$ cat config.mk
export PLATFORM = sky130hd
export DESIGN_NAME = lpfg_gain
export DESIGN_NICKNAME = d
export VERILOG_FILES = /design/src/hw/rtl/lpfg_pkg.sv /design/src/hw/rtl/lpfg_gain.sv
export SDC_FILE = /design/constraint.sdc
export NUM_CORES = 2
export LEC_CHECK = 0
export BUFFER_PORTS_ARGS = -buffer_cell sky130_fd_sc_hd__buf_2
export CAP_MARGIN = 20
export CORE_ASPECT_RATIO = 2
export CORE_MARGIN = 3
export CORE_UTILIZATION = 35
export DETAILED_ROUTE_END_ITERATION = 10
export SYNTH_ARGS = -nofsm -noshare
export SYNTH_HDL_FRONTEND = slang
export SYNTH_SLANG_ARGS = --single-unit
$ cat constraint.sdc
create_clock -name clk -period 6.9 [get_ports clk]
set_input_delay 0.345 -clock clk [delete_from_list [all_inputs] [get_ports clk]]
set_output_delay 0.345 -clock clk [all_outputs]
set_load 0.01 [all_outputs]
$ cat src/hw/rtl/lpfg_pkg.sv
// Shared constants, types and the arctangent table for the LOS guidance pipeline.
// No dependencies; lpfg_front, lpfg_cordic, lpfg_gain and the top level import this package.
package lpfg_pkg;

  localparam int CORDIC_STAGES = 16;
  // Stage counts beyond the table length act as the full table.
  localparam int NSTAGE = (CORDIC_STAGES > 32) ? 32 : CORDIC_STAGES;

  // Datapath width inside the CORDIC: 33-bit differences, 8 guard bits, gain and headroom.
  localparam int CW = 46;
  localparam int GUARD_BITS = 8;
  // Product of a CORDIC lane by the inverse gain.
  localparam int PW = CW + 21;

  localparam logic signed [20:0] INV_GAIN = 21'sd636751;
  localparam logic [31:0] ANGLE_90  = 32'h4000_0000;
  localparam logic [31:0] ANGLE_270 = 32'hC000_0000;
  localparam logic [23:0] LOOKAHEAD_RESET = 24'd20480;

  typedef logic signed [CW-1:0] cvec_t;

  typedef struct packed {
    logic               degenerate;
    logic [31:0]        gamma;
    logic signed [31:0] xte;
  } side_t;

  typedef struct packed {
    cvec_t       x;
    cvec_t       y;
    cvec_t       u;
    cvec_t       v;
    logic [31:0] z;
    side_t       side;
  } cstate_t;

  function automatic logic [31:0] atan_entry(input logic [4:0] idx);
    logic [31:0] a;
    unique case (idx)
      5'd0:  a = 32'h20000000;
      5'd1:  a = 32'h12E4051E;
      5'd2:  a = 32'h09FB385B;
      5'd3:  a = 32'h051111D4;
      5'd4:  a = 32'h028B0D43;
      5'd5:  a = 32'h0145D7E1;
      5'd6:  a = 32'h00A2F61E;
      5'd7:  a = 32'h00517C55;
      5'd8:  a = 32'h0028BE53;
      5'd9:  a = 32'h00145F2F;
      5'd10: a = 32'h000A2F98;
      5'd11: a = 32'h000517CC;
      5'd12: a = 32'h00028BE6;
      5'd13: a = 32'h000145F3;
      5'd14: a = 32'h0000A2F9;
      5'd15: a = 32'h0000517C;
      5'd16: a = 32'h000028BE;
      5'd17: a = 32'h0000145F;
      5'd18: a = 32'h00000A2F;
      5'd19: a = 32'h00000517;
      5'd20: a = 32'h0000028B;
      5'd21: a = 32'h00000145;
      5'd22: a = 32'h000000A2;
      5'd23: a = 32'h00000051;
      5'd24: a = 32'h00000028;
      5'd25: a = 32'h00000014;
      5'd26: a = 32'h0000000A;
      5'd27: a = 32'h00000005;
      5'd28: a = 32'h00000002;
      5'd29: a = 32'h00000001;
      default: a = 32'h00000000;
    endcase
    return a;
  endfunction

  // 32-bit binary angle rounded half up to 16 bits, wrapping.
  function automatic logic [15:0] angle16(input logic [31:0] a);
    logic [31:0] r;
    r = a + 32'h0000_8000;
    return r[31:16];
  endfunction

endpackage

$ cat src/hw/rtl/lpfg_gain.sv
// Gain correction of the rotated offset into the cross-track error, then setup of the
// steering arctangent vector. Two register stages. Depends on lpfg_pkg.
module lpfg_gain (
  input  logic              clk,
  input  logic              rst,
  input  logic [23:0]       lookahead,
  input  logic              in_valid,
  output logic              in_ready,
  input  lpfg_pkg::cstate_t in_data,
  output logic              out_valid,
  input  logic              out_ready,
  output lpfg_pkg::cstate_t out_data
);
  import lpfg_pkg::*;

  localparam logic signed [PW-1:0] RND  = PW'(64'sd1 <<< (GUARD_BITS + 19));
  localparam logic signed [PW-1:0] XMAX = PW'(64'sd2147483647);
  localparam logic signed [PW-1:0] XMIN = PW'(-64'sd2147483648);

  logic               v1, en1, en2;
  logic signed [PW-1:0] prod;
  logic [31:0]        gamma1;
  logic               degen1;
  logic signed [PW-1:0] shifted;
  logic signed [31:0] xte;
  cstate_t            data_next;

  assign en2 = !out_valid || out_ready;
  assign en1 = !v1 || en2;
  assign in_ready = en1;

  always_comb begin
    shifted = (prod + RND) >>> (GUARD_BITS + 20);
    if (shifted > XMAX) begin
      xte = 32'sh7FFF_FFFF;
    end else if (shifted < XMIN) begin
      xte = 32'sh8000_0000;
    end else begin
      xte = shifted[31:0];
    end
    data_next.x = CW'({lookahead, 8'h00});
    data_next.y = CW'($signed({xte, 8'h00}));
    data_next.u = '0;
    data_next.v = '0;
    data_next.z = '0;
    data_next.side.degenerate = degen1;
    data_next.side.gamma = gamma1;
    data_next.side.xte = xte;
  end

  always_ff @(posedge clk) begin
    if (rst) begin
      v1 <= 1'b0;
      out_valid <= 1'b0;
    end else begin
      if (en1) begin
        v1 <= in_valid;
      end
      if (en2) begin
        out_valid <= v1;
      end
    end
  end

  always_ff @(posedge clk) begin
    if (en1) begin
      prod   <= -(PW'(in_data.v) * PW'(INV_GAIN));
      gamma1 <= in_data.z;
      degen1 <= in_data.side.degenerate;
    end
    if (en2) begin
      out_data <= data_next;
    end
  end
endmodule

==> impl_metrics.csv <==
group,metric,value,unit
run_status,status,"completed",
floorplanning,coreArea,82960,um2
global_route,overflow,0,
sta,worst_pin_slew,1.031,ns
sta,finalCriticalPeriod,6.664,ns
floorplanning,die_y,416.0,um
synth,syn_area,29420,um2
critical_path,r2r_cells,10,
finish,drive_gt1_frac,0.1693,
clock_network,cts.sinks,164,
sta,finalSetupViolCount,0,
finish,insertedDiodeCount,0,
finish,multi_input_area,20500,um2
clock_network,numCtsBuffers,17,
synth,ys_types,77,
sta,slew_headroom,0.3129,
global_route,grt_usage,0.1738,
critical_path,crit_type,"in -> reg",
clock_network,cts_tree,"yes",
finish,seq_area,4905,um2
clock_network,cts_hold_buffers,0,
placed_design,dp_cells,4227,
sta,finalHoldViolCount,0,
finish,layout_common_cells,"inv_1 (812), fa_1 (497), ha_1 (455)",
synth,synth_edf_count,162,
floorplanning,initial_core_util,0.3546,
finish,final_area,33250,um2
worst_hold_path,hold_path.class,"in -> reg",
clock_network,worst_skew_pair.late_latency,0.44,ns
finish,nFillCells,8092,
synth,netlist_instances,2796,
critical_path,r2r_start,"prod[32]$_DFFE_PP_",
global_route,grt_pass1_wl,116800,um
clock_network,htreeDepth,4,
worst_hold_path,hold_end,"gamma1[20]$_DFFE_PP_",
critical_path,rr_endpoint,"out_data[0]$_SDFFCE_PN1P_",
sta,whs,0.06957,ns
finish,area_delta_synth_final,13.03,%
critical_path,r2r_slack,2.65,ns
sta,rsz0062_at_grt,"yes",
clock_network,clk_path_buf_depth,2,
worst_hold_path,whs_path_depth,1,
synth,yosys_warnings,0,
floorplanning,die_x,211.0,um
global_route,grt_pass1_vias,21610,
floorplanning,dieArea,87780,um2
routing,postRouteAntennaNets,0,
finish,utilization,0.4008,
synth,ys_seq_elements,164,
placed_design,dp_hpwl,66210,um
floorplanning,io_pins,592,
run,drv_cap,0,
floorplanning,num_rows,149,
routing,routed_wl,73840,um
global_route,antenna_found_initial,4,
routing,first_iter_violations,495,
synth,async_reset_ff_frac,0,
routing,vias,19340,
clock_network,path_clk_slew,0.07,ns
critical_path,path_max_fanout,4,
routing,first_pass_iters,4,
finish,fin_nets,4460,
clock_network,root_buffer,"clkbuf_16",
routing,viasPerCell,4.535,
finish,layout.cells.non_filler,4265,
global_route,grt_max_degree,75,
sta,skew,0.008622,ns
worst_hold_path,hp-start,"in_data[85]",
placed_design,port_buffers,235,
finish,mostFrequentLayoutCell,"inv_1",
synth,synth_seq_area_share,0.1667,
critical_path,worstSetupEndpointType,"flop",
placed_design,post_dp_cell_area,32520,um2
sta,finalCritPeriodShare,0.9658,
sta,finalMaxSlewViolations,0,
routing,wl_per_cell,17.31,um
synth,syn_avg_cell_area,10.52,um2
synth,synth-main-ff-cell,"edfxtp_1",
routing,drc,0,
sta,fmax,150.1,MHz
critical_path,cp.required,7.08,ns
placed_design,place.gp.congestion,0.8970,
critical_path,crit_arrival,6.85,ns
critical_path,startpoint_type,"primary input",
-- critical path, cell delays in order --
cell	delay, ns
buf_2	0.11
clkinvlp_4	0.14
fa_1	0.55
inv_1	0.05
fa_1	0.49
fa_1	0.55
inv_1	0.05
fa_1	0.56
fa_1	0.47
fa_1	0.49
inv_1	0.05
fa_1	0.48
inv_1	0.04
ha_1	0.31
a21oi_1	0.19
o21bai_1	0.08
a221oi_1	0.31
o31ai_1	0.14
buf_4	0.16
o21bai_1	0.16
buf_4	0.19
a211oi_4	0.07
o22a_2	0.28
buf_4	0.16
o41ai_2	0.30
xnor2_1	0.11
-- cells by family after synthesis --
kind of cell | synth area share
AND/OR/NAND/NOR | 0.04589
buffers and inverters | 0.1587
AO/OA/AOI/OAI | 0.05950
adder cells (fa/ha/maj) | 0.5340
multiplexers | 0.005274
flip-flops | 0.1667
other | 0.0001275
XOR/XNOR | 0.02977
-- flip-flops by register name, indices dropped and copies added (netlist names) --
signal     flops
degen1         1
v1             1
out_valid      1
gamma1        32
prod          40
out_data      89
-- metal layers --
| metal | track usage | vias to the layer above | part of all wire |
|---|---|---|---|
| li1 | - | 9076 | - |
| met2 | 0.3498 | 401 | 0.58 |
| met3 | 0.01680 | 166 | 0.025 |
| met5 | 0 | - | 0.00030 |
| met1 | 0.1711 | 9693 | 0.34 |
| met4 | 0.09045 | 4 | 0.062 |
-- what timing repair did --
action / in CTS / in global routing
pin swaps: 0 / 15
endpoints found under the setup margin: 3 / 5
buffers inserted: 0 / 6
resized for setup: 2 / 12
-- area by class of cell --
class | count | share of cell area
clock buffers | 19 | 0.01332
clock inverters | 13 | 0.004327
inverters | 817 | 0.09264
multi-input cells | 1743 | 0.6166
flip-flops and latches | 164 | 0.1475
well taps | 1057 | 0.03977
repair buffers | 452 | 0.08587
-- Yosys cell counts, drive strengths merged, types with 11 or more instances --
cell type,number,share of area
inv,817,0.10
fa,498,0.34
ha,458,0.19
buf,200,0.051
edfxtp,162,0.17
a21oi,74,0.013
o21ai,69,0.014
nand2,60,0.0077
xnor2,53,0.016
nor2,49,0.0063
xor2,47,0.014
a21o,32,0.0082
nand4,32,0.0072
nand3,30,0.0051
clkbuf,24,0.0031
and3,15,0.0034
nor3,15,0.0031
a31oi,14,0.0030
o21bai,14,0.0036
mux2i,11,0.0037
-- metrics by stage --
step | setup TNS, ns | setup slack [ns]
4_1_cts | 0 | 0.09655
5_1_grt | -0.03193 | -0.01670
3_3_place_gp | -5.198 | -0.5107
6_report | 0 | 0.2363
2_1_floorplan | 0 | 0.03432
3_5_place_dp | -5.721 | -0.5626
-- worst max-delay path by stage --
stage | endpoint | slack, ns | from | cells past startpoint
floorplan | prod[60]$_DFFE_PP_ | 0.03 | in_data[140] | 23
global placement | prod[59]$_DFFE_PP_ | -0.51 | in_data[116] | 26
detailed placement | prod[61]$_DFFE_PP_ | -0.56 | in_data[119] | 25
CTS | prod[61]$_DFFE_PP_ | 0.1 | in_data[119] | 25
global route | prod[66]$_DFFE_PP_ | -0.02 | in_data[119] | 26
finish | prod[66]$_DFFE_PP_ | 0.24 | in_data[119] | 26
Power is left out: the tool's default activity adds up to more than one toggle a clock period on the data nets, which glitch-free logic cannot reach.
