## src/hw/rtl/lpfg_pkg.sv

```systemverilog
// Shared constants, types and the arctangent table for the LOS guidance pipeline.
// No dependencies; lpfg_front, lpfg_cordic, lpfg_gain and the top level import this package.
package lpfg_pkg;

  localparam int CORDIC_STAGES = 16;
  // Stage counts beyond the table length act as the full table.
  localparam int NSTAGE = (CORDIC_STAGES > 32) ? 32 : CORDIC_STAGES;

  // Datapath width inside the CORDIC: 33-bit differences, 8 guard bits, gain and headroom.
  localparam int CW = 46;
  localparam int GUARD_BITS = 8;
  // Product of a CORDIC lane by the inverse gain.
  localparam int PW = CW + 21;

  localparam logic signed [20:0] INV_GAIN = 21'sd636751;
  localparam logic [31:0] ANGLE_90  = 32'h4000_0000;
  localparam logic [31:0] ANGLE_270 = 32'hC000_0000;
  localparam logic [23:0] LOOKAHEAD_RESET = 24'd20480;

  typedef logic signed [CW-1:0] cvec_t;

  typedef struct packed {
    logic               degenerate;
    logic [31:0]        gamma;
    logic signed [31:0] xte;
  } side_t;

  typedef struct packed {
    cvec_t       x;
    cvec_t       y;
    cvec_t       u;
    cvec_t       v;
    logic [31:0] z;
    side_t       side;
  } cstate_t;

  function automatic logic [31:0] atan_entry(input logic [4:0] idx);
    logic [31:0] a;
    unique case (idx)
      5'd0:  a = 32'h20000000;
      5'd1:  a = 32'h12E4051E;
      5'd2:  a = 32'h09FB385B;
      5'd3:  a = 32'h051111D4;
      5'd4:  a = 32'h028B0D43;
      5'd5:  a = 32'h0145D7E1;
      5'd6:  a = 32'h00A2F61E;
      5'd7:  a = 32'h00517C55;
      5'd8:  a = 32'h0028BE53;
      5'd9:  a = 32'h00145F2F;
      5'd10: a = 32'h000A2F98;
      5'd11: a = 32'h000517CC;
      5'd12: a = 32'h00028BE6;
      5'd13: a = 32'h000145F3;
      5'd14: a = 32'h0000A2F9;
      5'd15: a = 32'h0000517C;
      5'd16: a = 32'h000028BE;
      5'd17: a = 32'h0000145F;
      5'd18: a = 32'h00000A2F;
      5'd19: a = 32'h00000517;
      5'd20: a = 32'h0000028B;
      5'd21: a = 32'h00000145;
      5'd22: a = 32'h000000A2;
      5'd23: a = 32'h00000051;
      5'd24: a = 32'h00000028;
      5'd25: a = 32'h00000014;
      5'd26: a = 32'h0000000A;
      5'd27: a = 32'h00000005;
      5'd28: a = 32'h00000002;
      5'd29: a = 32'h00000001;
      default: a = 32'h00000000;
    endcase
    return a;
  endfunction

  // 32-bit binary angle rounded half up to 16 bits, wrapping.
  function automatic logic [15:0] angle16(input logic [31:0] a);
    logic [31:0] r;
    r = a + 32'h0000_8000;
    return r[31:16];
  endfunction

endpackage

```

## src/hw/rtl/lpfg_if.sv

```systemverilog
// Valid/ready channel interfaces for guidance queries and guidance results.
// Stand-alone; used by the top level and the front stage.
interface lpfg_query_if;
  logic               valid;
  logic               ready;
  logic signed [31:0] start_x;
  logic signed [31:0] start_y;
  logic signed [31:0] end_x;
  logic signed [31:0] end_y;
  logic signed [31:0] pos_x;
  logic signed [31:0] pos_y;
  modport source (output valid, start_x, start_y, end_x, end_y, pos_x, pos_y, input ready);
  modport sink (input valid, start_x, start_y, end_x, end_y, pos_x, pos_y, output ready);
endinterface


```

## src/hw/rtl/lpfg_front.sv

```systemverilog
// Input register stage: segment direction, start-to-position offset, zero-length flag.
// Depends on lpfg_pkg and lpfg_query_if.
module lpfg_front (
  input  logic            clk,
  input  logic            rst,
  lpfg_query_if.sink      query,
  output logic            out_valid,
  input  logic            out_ready,
  output lpfg_pkg::cstate_t out_data
);
  import lpfg_pkg::*;

  logic               en;
  logic signed [32:0] dx, dy, wx, wy;
  cstate_t            data_next;

  assign en = !out_valid || out_ready;
  assign query.ready = en;

  always_comb begin
    dx = {query.end_x[31], query.end_x} - {query.start_x[31], query.start_x};
    dy = {query.end_y[31], query.end_y} - {query.start_y[31], query.start_y};
    wx = {query.start_x[31], query.start_x} - {query.pos_x[31], query.pos_x};
    wy = {query.start_y[31], query.start_y} - {query.pos_y[31], query.pos_y};
    data_next.x = CW'($signed({dx, 8'h00}));
    data_next.y = CW'($signed({dy, 8'h00}));
    data_next.u = CW'($signed({wx, 8'h00}));
    data_next.v = CW'($signed({wy, 8'h00}));
    data_next.z = '0;
    data_next.side.degenerate = (dx == '0) && (dy == '0);
    data_next.side.gamma = '0;
    data_next.side.xte = '0;
  end

  always_ff @(posedge clk) begin
    if (rst) begin
      out_valid <= 1'b0;
    end else if (en) begin
      out_valid <= query.valid;
    end
  end

  always_ff @(posedge clk) begin
    if (en) begin
      out_data <= data_next;
    end
  end
endmodule

```

## src/flat_wrapper.sv

```systemverilog
// flat-port wrapper written by rule: the top's interface ports become plain ports
module lpfg_front_flat import lpfg_pkg::*;
  (clk, rst, out_valid, out_ready, out_data, query_valid, query_start_x, query_start_y, query_end_x, query_end_y, query_pos_x, query_pos_y, query_ready);
  lpfg_query_if query_i ();
  input  logic clk;
  input  logic rst;
  output logic out_valid;
  input  logic out_ready;
  output lpfg_pkg::cstate_t out_data;
  input wire logic [$bits(query_i.valid)-1:0] query_valid;
  input wire logic [$bits(query_i.start_x)-1:0] query_start_x;
  input wire logic [$bits(query_i.start_y)-1:0] query_start_y;
  input wire logic [$bits(query_i.end_x)-1:0] query_end_x;
  input wire logic [$bits(query_i.end_y)-1:0] query_end_y;
  input wire logic [$bits(query_i.pos_x)-1:0] query_pos_x;
  input wire logic [$bits(query_i.pos_y)-1:0] query_pos_y;
  output wire logic [$bits(query_i.ready)-1:0] query_ready;
  assign query_i.valid = query_valid;
  assign query_i.start_x = query_start_x;
  assign query_i.start_y = query_start_y;
  assign query_i.end_x = query_end_x;
  assign query_i.end_y = query_end_y;
  assign query_i.pos_x = query_pos_x;
  assign query_i.pos_y = query_pos_y;
  assign query_ready = query_i.ready;
  lpfg_front u_core (.clk(clk), .rst(rst), .query(query_i), .out_valid(out_valid), .out_ready(out_ready), .out_data(out_data));
endmodule
```

## config.mk

```make
export PLATFORM = sky130hd
export DESIGN_NAME = lpfg_front_flat
export DESIGN_NICKNAME = d
export VERILOG_FILES = /design/src/hw/rtl/lpfg_pkg.sv /design/src/hw/rtl/lpfg_if.sv /design/src/hw/rtl/lpfg_front.sv /design/src/flat_wrapper.sv
export SDC_FILE = /design/constraint.sdc
export NUM_CORES = 1
export LEC_CHECK = 0
export ABC_AREA = 1
export BUFFER_PORTS_ARGS = -buffer_cell sky130_fd_sc_hd__buf_2
export CORE_ASPECT_RATIO = 1.2
export CORE_MARGIN = 10
export CORE_UTILIZATION = 50
export DETAILED_ROUTE_END_ITERATION = 8
export PLACE_DENSITY = 0.77
export SYNTH_ARGS = -nofsm -noshare
export SYNTH_HDL_FRONTEND = slang
export SYNTH_SLANG_ARGS = --single-unit
```

## constraint.sdc

```tcl
create_clock -name clk -period 9.17 [get_ports clk]
set_input_delay 0.4585 -clock clk [delete_from_list [all_inputs] [get_ports clk]]
set_output_delay 0.4585 -clock clk [all_outputs]
set_load 0.05 [all_outputs]
```

==> impl_metrics.env, run 1 <==
export IMPL_setup_violations=0
export IMPL_netlist_area_leader_share_pct=27.68
export IMPL_postRouteAntennaNets=0
export IMPL_report_power_total_w=0.003029
export IMPL_area_growth_syn_to_layout_pct=15.04
export IMPL_yosysSeqAreaShare_pct=27.82
export IMPL_die_y_um=206.1
export IMPL_firstDrtPassIters=5
export IMPL_seq_area_sq_um=4014
export IMPL_drt_wl_total_um=49730
export IMPL_cellLeakagePower_nw=9.848
export IMPL_drt_iter0_drc=898
export IMPL_htree_num_levels=4
export IMPL_grt_pass1_wl_um=75740
export IMPL_clockRootBuffer="clkbuf_16"
export IMPL_start_util_pct=50.48
export IMPL_required_ns=9.47
export IMPL_io_buffers=350
export IMPL_core_sq_um=28590
export IMPL_critPathKind="in -> reg"
export IMPL_grt_max_degree=70
export IMPL_fin_util_pct=58.07
export IMPL_clk_latency_ns=0.45
export IMPL_yosysWarnings=0
export IMPL_synth_cells=2163
export IMPL_grt_pass1_vias=14880
export IMPL_num_vias=14250
export IMPL_cts_tree="built"
export IMPL_period_minus_slack_ns=2.519
export IMPL_start_kind="primary input"
export IMPL_fmax_ghz=0.3969
export IMPL_p_per_area_nw_per_um2=182.5
export IMPL_rows=68
export IMPL_crit_path_end_kind="flip-flop"
export IMPL_synth_area_leaders="edfxtp_1, nand2_1, inv_1"
export IMPL_grt_usage_pct=26.53
export IMPL_slew_headroom_pct=35.06
export IMPL_fin_ws_ns=6.651
export IMPL_synth_enable_flop_cells=133
export IMPL_synth_most_common_cell="nand2_1"
export IMPL_worstHoldPathType="in -> reg"
export IMPL_drcViolationCount=0
export IMPL_max_cap_viol_count=0
export IMPL_finalClockSkew_ns=0.008899
export IMPL_final_nets=2836
export IMPL_status="complete, no violations"
export IMPL_grt_setup_unrepaired="false"
export IMPL_wl_per_cell_um=17.11
export IMPL_routed_via_density=4.902
export IMPL_crit_fanout=4
export IMPL_ys_ff_latch=134
export IMPL_report_final_slew_viol_count=0
export IMPL_io_pins=479
export IMPL_preCtsSetupSlack_ns=6.187
export IMPL_ys_flop_type="edfxtp_1"
export IMPL_fp_dieArea_sq_um=36080
export IMPL_clockBufferDepth=2
export IMPL_antenna_found_initial=2
export IMPL_avgSynthCellArea_sq_um=6.671
export IMPL_cts_resized_gates=0
export IMPL_fill_cells=2927
export IMPL_cts_hold_buffers_added=0
export IMPL_cts_buffers=17
export IMPL_grt_overflow=0
export IMPL_layout_drive_gt1_share_pct=16.78
export IMPL_cp_arrival_ns=2.82
export IMPL_async_flop_share_pct=0
export IMPL_tightest_slew_ns=0.9741
export IMPL_multi_input_area_sq_um=7988
export IMPL_syn_cell_area_sq_um=14430
export IMPL_gp_congestion=0.9542
export IMPL_die_width_um=175.1
export IMPL_finalHoldViolCount=0
export IMPL_synth_area_leader_cell="edfxtp_1"
export IMPL_finalNonFillerCells=2907
export IMPL_dpl_cell_count=2874
export IMPL_cts_setup_buffers=0
export IMPL_ys_types=36
export IMPL_setup_tns_final_ns=0
export IMPL_synth_common_cells="nand2_1, inv_1, nor2_1"
export IMPL_irDropWorstVdd_mv=0.1542
export IMPL_clk_pin_slew_ns=0.07
export IMPL_cts_sinks=134
export IMPL_min_period_over_period_pct=27.47
export IMPL_post_dp_hpwl_um=42590
## area by class of cell
| type | instances | area share [%] |
|---|---|---|
| diodes | 1 | 0.01507 |
| inverters | 476 | 10.76 |
| well taps | 385 | 2.902 |
| clock buffers | 17 | 2.563 |
| multi-input cells | 1528 | 48.12 |
| flip-flops and latches | 134 | 24.18 |
| repair buffers | 351 | 10.60 |
| clock inverters | 15 | 0.8593 |
## worst max-delay path: stages
cell,delay [ns]
buf_2,0.08
inv_1,0.04
ha_1,0.22
fa_1,0.41
inv_1,0.09
nand3_1,0.10
nand2_2,0.13
nand2_1,0.08
nand2_1,0.15
nand2_1,0.09
nand2_1,0.10
nand3_1,0.15
nand2_1,0.10
nand2_1,0.06
nand2_1,0.09
nand2_1,0.06
nor2_1,0.16
nand3_1,0.13
nor2_1,0.12
## layer usage
layer | GRT usage (%) | up-vias | routed length (um)
li1 | - | 7192 | -
met5 | 0 | - | 13
met2 | 50.28 | 556 | 25920
met1 | 26.80 | 6395 | 18560
met4 | 12.85 | 2 | 2079
met3 | 6.177 | 105 | 3168
## state kept, by name (all words and copies together), names as in the netlist
signal	count
u_core.out_data	133
u_core.out_valid	1
## power by group
part	switching (W)	internal (W)
registers	0.0000428	0.000822
clock network	0.000321	0.000380
logic	0.00113	0.000331
## through the flow
step	cell area, sq um	hold WS, ns
after floorplan	14910	0.5276
after global placement	16030	0.6139
after detailed placement	16030	0.6141
after CTS	16600	0.1481
after global routing	16600	0.1632
final	16600	0.1617
## cells in the final DEF, fill, tap and decap left out, types with 12 or more instances in the layout
cell type  synthesis  final
buf_2              0    350
nand4_1           21     21
inv_1            467    467
clkbuf_16          0     17
ha_1             128    128
xor2_1            52     52
a21o_1            12     12
conb_1             1    128
a31oi_1           29     29
nor2_1           157    157
nand3_1           93     93
nand2_1          665    664
a21oi_1          103    103
nand2_2           12     12
edfxtp_1         133    133
nor3_1            22     22
nand3b_1          15     15
o21ai_0           25     25
## path summary, 6_finish.rpt
path | startpoint | end | slack, ns | cells after the start
worst max register to register | u_core.out_valid$_SDFFE_PP0P_ | u_core.out_data[154]$_DFFE_PP_ | 6.80 | 2
worst min register to register | u_core.out_valid$_SDFFE_PP0P_ | u_core.out_valid$_SDFFE_PP0P_ | 1.22 | 2
worst max-delay path | query_end_y[0] | u_core.out_data[64]$_DFFE_PP_ | 6.65 | 19
worst min-delay path | rst | u_core.out_valid$_SDFFE_PP0P_ | 0.16 | 2
## cells by family after synthesis
| logic type | count (synthesis) | share of synthesized area, % |
|---|---|---|
| DFF | 134 | 27.82 |
| and+or+nand+nor | 1010 | 28.88 |
| xor gates and xnor gates | 57 | 3.460 |
| AOI/OAI and AO/OA | 201 | 7.977 |
| buffers and inverters | 628 | 20.19 |
| adders and majority gates | 132 | 11.65 |
| other | 1 | 0.02599 |
(Power assumes the default switching activity.)
==> run 2: changes to the inputs <==
--- a/config.mk
+++ b/config.mk
@@ -5,13 +5,12 @@
 export SDC_FILE = /design/constraint.sdc
 export NUM_CORES = 1
 export LEC_CHECK = 0
-export ABC_AREA = 1
+export ABC_AREA = 0
 export BUFFER_PORTS_ARGS = -buffer_cell sky130_fd_sc_hd__buf_2
-export CORE_ASPECT_RATIO = 1.2
-export CORE_MARGIN = 10
-export CORE_UTILIZATION = 50
+export CORE_AREA = 10 10 179 181
 export DETAILED_ROUTE_END_ITERATION = 8
-export PLACE_DENSITY = 0.77
+export DIE_AREA = 0 0 189 191
+export PLACE_DENSITY = 0.68
 export SYNTH_ARGS = -nofsm -noshare
 export SYNTH_HDL_FRONTEND = slang
 export SYNTH_SLANG_ARGS = --single-unit
==> constraint.sdc (replaced) <==
create_clock -name clk -period 2.6 [get_ports clk]
set_input_delay 0.13 -clock clk [delete_from_list [all_inputs] [get_ports clk]]
set_output_delay 0.13 -clock clk [all_outputs]
set_load 0.05 [all_outputs]
==> run 2 against run 1 <==
  * The flow now finishes with violations (setup timing)
  * Critical path depth is 3 lower
  * Sequential share of layout area is 0.59 points lower
  * Combinational power rose to 3.8 times the previous value
  * Flip-flop and latch count stayed put
  * Clock-buffer cell count increased by 1
  * Largest power group unchanged
==> impl_metrics.env, run 2 <==
export IMPL_rows=62
export IMPL_num_vias=11040
export IMPL_mostFrequentLayoutCells="buf_2, buf_4, inv_1"
export IMPL_synth_area_leader_cell="edfxtp_1"
export IMPL_fin_area_sq_um=17010
export IMPL_ys_ff_latch=134
export IMPL_setup_violations=6
export IMPL_dpl_cell_count=2251
export IMPL_clk_latency_ns=0.43
export IMPL_synth_mux_area_share_pct=0.08563
export IMPL_grt_pass1_wl_um=59460
export IMPL_wl_per_cell_um=17.28
export IMPL_irDropWorstVdd_mv=0.4373
export IMPL_layout_drive_gt1_share_pct=41.17
export IMPL_cts_sinks=134
export IMPL_critPathMaxStageDelay_ns=0.53
export IMPL_yosysWarnings=0
export IMPL_report_power_total_w=0.01124
export IMPL_grt_max_degree=81
export IMPL_core_sq_um=28470
export IMPL_required_ns=2.90
export IMPL_p_per_area_nw_per_um2=661.0
export IMPL_ys_flop_type="edfxtp_1"
export IMPL_synth_common_cells="inv_1, buf_4, edfxtp_1"
export IMPL_clockRootBuffer="clkbuf_16"
export IMPL_finalHoldViolCount=0
export IMPL_synthXorXnorAreaFrac_pct=8.391
export IMPL_htree_num_levels=4
export IMPL_grt_pass1_vias=11740
export IMPL_syn_cell_area_sq_um=11690
export IMPL_synth_enable_flop_cells=133
export IMPL_cpMaxStageDelayCell="or4_1"
export IMPL_firstDrtPassIters=4
export IMPL_cp_arrival_ns=3.49
export IMPL_area_growth_syn_to_layout_pct=45.52
export IMPL_async_flop_share_pct=0
export IMPL_netlist_area_leader_share_pct=34.16
export IMPL_status="complete, but fails checks"
export IMPL_cts_buffers=17
export IMPL_postRouteAntennaNets=0
export IMPL_synth_area_leaders="edfxtp_1, ha_1, buf_4"
export IMPL_finalClockSkew_ns=0.008132
export IMPL_synth_simple_gate_area_share_pct=10.96
export IMPL_routed_via_density=4.775
export IMPL_cellLeakagePower_nw=8.676
export IMPL_critPathKind="in -> reg"
export IMPL_synth_fa_ha_area_share_pct=14.39
export IMPL_synth_cells=1257
export IMPL_synth_top_family_by_area="compound AO/OA/AOI/OAI gates"
export IMPL_start_kind="primary input"
export IMPL_fp_dieArea_sq_um=36100
export IMPL_grt_usage_pct=20.63
export IMPL_cp_cell_sequence="buf_8 -> inv_12 -> ha_4 -> fa_2 -> nand2b_4 -> a2111o_1 -> nand2_1 -> o21ai_2 -> xnor2_1 -> or4_1 -> or4_1 -> nor4_2 -> buf_4 -> nand4_1 -> nor4_2 -> and4_1"
export IMPL_yosysSeqAreaShare_pct=34.34
export IMPL_io_pins=479
export IMPL_max_cap_viol_count=0
export IMPL_worstHoldPathType="in -> reg"
export IMPL_antenna_found_initial=8
export IMPL_placedInstanceArea_sq_um=15680
export IMPL_avgSynthCellArea_sq_um=9.300
export IMPL_die_width_um=189
export IMPL_synth_most_common_cell="inv_1"
export IMPL_gp_congestion=0.9330
export IMPL_largest_reg_flops=133
export IMPL_fill_cells=2367
export IMPL_violations="setup timing"
export IMPL_grt_overflow=0
export IMPL_crit_fanout=3
export IMPL_final_nets=2234
export IMPL_post_dp_hpwl_um=32780
export IMPL_top_regs="u_core.out_data: 133 flops, u_core.out_valid: 1 flops"
export IMPL_worstHoldPathCells=3
export IMPL_clockBufferDepth=2
export IMPL_io_buffers=350
export IMPL_fin_ws_ns=-0.5879
export IMPL_setup_tns_final_ns=-1.059
export IMPL_layout_commonest_cell="buf_2"
export IMPL_synth_compound_area_share_pct=16.68
export IMPL_report_final_slew_viol_count=0
export IMPL_crit_path_end_kind="flip-flop"
export IMPL_min_period_over_period_pct=122.6
export IMPL_tightest_slew_ns=0.5613
export IMPL_die_y_um=191
export IMPL_hold_ws_ns=0.09385
export IMPL_drcViolationCount=0
export IMPL_period_minus_slack_ns=3.188
export IMPL_slew_headroom_pct=61.61
export IMPL_ff2ff_path_depth=2
export IMPL_cts_tree="built"
export IMPL_ys_types=68
export IMPL_start_util_pct=41.06
export IMPL_drt_iter0_drc=444
export IMPL_finalNonFillerCells=2312
export IMPL_top_register="u_core.out_data"
export IMPL_clk_pin_slew_ns=0.06
export IMPL_fmax_ghz=0.3137
export IMPL_drt_wl_total_um=39940
export IMPL_grt_setup_unrepaired="true"
run 2: cell count changes after synthesis, sizes merged, moves of 18 or more:
cell and delta:
xnor2 +79, a21o +34, inv -304, xor2 -24, o21ai +25, a31oi -18
nand2 -624, o21a +21, nor2 -107, nand3 -74, nand2b +18
run 2: kinds of logic after synthesis:
group | count (synthesis)
buffers and inverters | 323
AOI/OAI and AO/OA | 306
and+or+nand+nor | 248
DFF | 134
adders and majority gates | 132
xor gates and xnor gates | 112
other | 1
muxes | 1
run 2: per-stage QoR:
stage | utilization, % | setup slack [ns]
after floorplan | - | -0.5348
after CTS | 58.67 | -0.6425
after global routing | 59.73 | -0.8624
after global placement | 55.07 | -1.098
final | 59.75 | -0.5879
after detailed placement | 55.07 | -1.197
run 2: path summary, 6_finish.rpt:
kind | startpoint | to | slack, ns
setup / recovery | query_end_x[0] | u_core.out_data[64]$_DFFE_PP_ | -0.59
hold / removal | query_pos_x[0] | u_core.out_data[151]$_DFFE_PP_ | 0.09
setup reg to reg | u_core.out_valid$_SDFFE_PP0P_ | u_core.out_data[123]$_DFFE_PP_ | 1.23
hold reg to reg | u_core.out_valid$_SDFFE_PP0P_ | u_core.out_data[151]$_DFFE_PP_ | 0.71
run 2: critical path: cells and delay by family:
| kind | cells | cell delay (ns) |
|---|---|---|
| buf+inv | 3 | 0.27 |
| simple gates | 8 | 1.95 |
| fa+ha+maj | 2 | 0.50 |
| compound gates | 2 | 0.48 |
| xor+xnor | 1 | 0.15 |
run 2: per-layer routing:
| metal | share of wire, % | GRT usage, % |
|---|---|---|
| met1 | 40 | 22.92 |
| met2 | 52 | 37.89 |
| met3 | 5.2 | 4.155 |
| met4 | 2.6 | 8.089 |
| met5 | 0 | 0 |
run 2: area by class of cell:
class / count / area, sq um / area share, %
multi-input cells: 927 / 7028 / 41.31
repair buffers: 654 / 4160 / 24.46
well taps: 384 / 480.5 / 2.824
diodes: 9 / 22.52 / 0.1324
flip-flops and latches: 134 / 4014 / 23.60
clock inverters: 14 / 206.4 / 1.214
clock buffers: 18 / 429.2 / 2.523
inverters: 172 / 670.6 / 3.942
run 2: report_power, final:
group / leakage, nW / switching, W / internal (W)
combinational: 6.99 / 0.00375 / 0.00174
clock: 0.297 / 0.000961 / 0.00169
sequential: 1.39 / 0.000153 / 0.00295
total: 8.68 / 0.00486 / 0.00638
run 2: what timing repair did:
| item | in CTS | in global routing |
|---|---|---|
| endpoints found under the hold margin | 1 | 0 |
| hold buffers | 2 | 0 |
| endpoints found under the setup margin | 18 | 21 |
| gates resized for setup | 55 | 52 |
| setup buffers | 11 | 12 |
| pin swaps | 52 | 74 |
==> run 3: changes to the inputs <==
--- a/config.mk
+++ b/config.mk
@@ -11,6 +11,7 @@
 export DETAILED_ROUTE_END_ITERATION = 8
 export DIE_AREA = 0 0 189 191
 export PLACE_DENSITY = 0.68
+export SETUP_SLACK_MARGIN = 0.02
 export SYNTH_ARGS = -nofsm -noshare
 export SYNTH_HDL_FRONTEND = slang
 export SYNTH_SLANG_ARGS = --single-unit
==> run 3 against run 2 <==
  * The run still ends with setup timing left
  * Fmax is 1.8% higher
  * Combinational power hardly changed
  * Sequential share of layout area hardly changed
  * Total power is 2.1% lower
  * Highest routed layer unchanged
  * Clock power is 8.7% lower
  * Cell area is 0.19% lower
  * Die area stayed put
  * Worst setup slack better by 0.057 ns
  * First-iteration DRC count is 22% higher
  * Final cell count is 0.35% lower
  * Sequential power hardly changed
  * Global-route usage is 0.20 points lower
==> impl_metrics.env, run 3 (same netlist as run 2, synthesis figures left out) <==
export IMPL_cts_tree="built"
export IMPL_drt_wl_total_um=40430
export IMPL_post_dp_hpwl_um=33260
export IMPL_fp_dieArea_sq_um=36100
export IMPL_rr_endpoint="u_core.out_valid$_SDFFE_PP0P_"
export IMPL_grt_pass1_vias=11280
export IMPL_mostFrequentLayoutCells="buf_2, buf_4, inv_1"
export IMPL_p_per_area_nw_per_um2=648.1
export IMPL_grt_use_met1_pct=22.76
export IMPL_tightest_slew_ns=0.5860
export IMPL_start_util_pct=41.06
export IMPL_gp_congestion=0.8960
export IMPL_largest_reg_flops=133
export IMPL_firstDrtPassIters=5
export IMPL_start_kind="primary input"
export IMPL_clk_latency_ns=0.43
export IMPL_dpl_cell_count=2242
export IMPL_finalClockSkew_ns=0.006825
export IMPL_io_buffers=350
export IMPL_drcViolationCount=0
export IMPL_violations="setup timing"
export IMPL_cellLeakagePower_nw=8.628
export IMPL_busiest_layer="met2"
export IMPL_cts_sinks=134
export IMPL_fmax_ghz=0.3194
export IMPL_finalNonFillerCells=2304
export IMPL_layout_drive_gt1_share_pct=40.97
export IMPL_crit_end="u_core.out_data[64]$_DFFE_PP_"
export IMPL_grt_pass1_wl_um=58410
export IMPL_grt_max_degree=41
export IMPL_report_final_slew_viol_count=0
export IMPL_clockRootBuffer="clkbuf_16"
export IMPL_period_minus_slack_ns=3.131
export IMPL_critPathKind="in -> reg"
export IMPL_routed_via_density=4.740
export IMPL_htree_num_levels=4
export IMPL_setup_tns_final_ns=-0.6988
export IMPL_grt_usage_pct=20.43
export IMPL_setup_violations=5
export IMPL_fin_area_sq_um=16980
export IMPL_crit_path_end_kind="flip-flop"
export IMPL_worstHoldPathType="in -> reg"
export IMPL_fin_util_pct=59.64
export IMPL_required_ns=2.90
export IMPL_wl_per_cell_um=17.55
export IMPL_io_pins=479
export IMPL_fin_ws_ns=-0.5310
export IMPL_grt_use_met3_pct=4.100
export IMPL_slew_headroom_pct=60.91
export IMPL_clockBufferDepth=2
export IMPL_die_y_um=191
export IMPL_area_growth_syn_to_layout_pct=45.24
export IMPL_fill_cells=2367
export IMPL_finalHoldViolCount=0
export IMPL_rows=62
export IMPL_report_power_total_w=0.01100
export IMPL_cp_arrival_ns=3.43
export IMPL_drt_iter0_drc=542
export IMPL_seq_area_sq_um=4014
export IMPL_postRouteAntennaNets=0
export IMPL_irDropWorstVdd_mv=0.4326
export IMPL_antenna_found_initial=10
export IMPL_regToRegSetupSlack_ns=0.99
export IMPL_max_cap_viol_count=0
export IMPL_multi_input_area_sq_um=7081
export IMPL_crit_fanout=4
export IMPL_cts_buffers=17
export IMPL_critPathLaunch="query_start_y[8]"
export IMPL_min_period_over_period_pct=120.4
export IMPL_num_vias=10920
export IMPL_final_nets=2227
export IMPL_ff2ff_path_depth=3
export IMPL_grt_overflow=0
export IMPL_clk_pin_slew_ns=0.06
export IMPL_layout_commonest_cell="buf_2"
export IMPL_r2r_start="u_core.out_valid$_SDFFE_PP0P_"
export IMPL_top_register="u_core.out_data"
export IMPL_grt_setup_unrepaired="true"
export IMPL_top_regs="u_core.out_data: 133 flops, u_core.out_valid: 1 flops"
export IMPL_grt_util_met2_pct=37.07
export IMPL_core_sq_um=28470
export IMPL_status="complete, but fails checks"
export IMPL_die_width_um=189
export IMPL_placedInstanceArea_sq_um=15640
-- run 3: per-layer routing --
metal | up-vias | wire length [um]
li1 | 5449 | -
met3 | 77 | 1888
met1 | 4989 | 16470
met5 | - | 0
met4 | 0 | 1492
met2 | 407 | 20590
-- run 3: what timing repair did --
item                                    CTS  global route
pin swaps                                38            71
endpoints found under the setup margin   14            27
hold endpoints to repair                  1             0
hold buffers                              2             0
buffers inserted                          7            17
gates resized for setup                  38            78
-- run 3: cell type report --
type	count	share of cell area (%)
multi-input cells	927	41.70
flip-flops and latches	134	23.64
clock buffers	20	2.572
clock inverters	11	0.7885
well taps	384	2.830
inverters	172	3.950
diodes	9	0.1326
repair buffers	647	24.38
-- run 3: through the flow --
stage	hold WS, ns	worst slack (ns)
after floorplan	0.1991	-0.5348
after global placement	0.2828	-1.118
after detailed placement	0.2874	-1.205
after CTS	0.07419	-0.5938
after global routing	0.08854	-0.6956
final	0.09793	-0.5310
-- run 3: worst min-delay path by stage --
stage | start | slack (ns) | endpoint | cells after the start
after floorplan | rst | 0.20 | u_core.out_valid$_SDFFE_PP0P_ | 1
after global placement | rst | 0.28 | u_core.out_valid$_SDFFE_PP0P_ | 2
after detailed placement | rst | 0.29 | u_core.out_valid$_SDFFE_PP0P_ | 2
after CTS | query_pos_x[0] | 0.07 | u_core.out_data[151]$_DFFE_PP_ | 3
after global routing | query_start_x[0] | 0.09 | u_core.out_data[243]$_DFFE_PP_ | 3
final | query_start_x[0] | 0.1 | u_core.out_data[243]$_DFFE_PP_ | 3
-- run 3: power breakdown --
| group | total [W] | leakage [nW] | internal, W | switching (W) |
|---|---|---|---|---|
| clock | 0.00242 | 0.277 | 0.00149 | 0.000928 |
| sequential | 0.00311 | 1.39 | 0.00295 | 0.000157 |
| combinational | 0.00548 | 6.96 | 0.00173 | 0.00375 |
-- run 3: critical path, cell delays in order --
cell      delay [ns]
buf_2           0.11
inv_1           0.07
ha_4            0.29
and3_1          0.23
o211ai_1        0.20
buf_4           0.18
buf_4           0.12
o22ai_1         0.18
a21oi_2         0.06
or4_1           0.52
or4_1           0.44
nor4_2          0.27
buf_4           0.15
nand4_1         0.09
nor4_2          0.16
and4_1          0.23
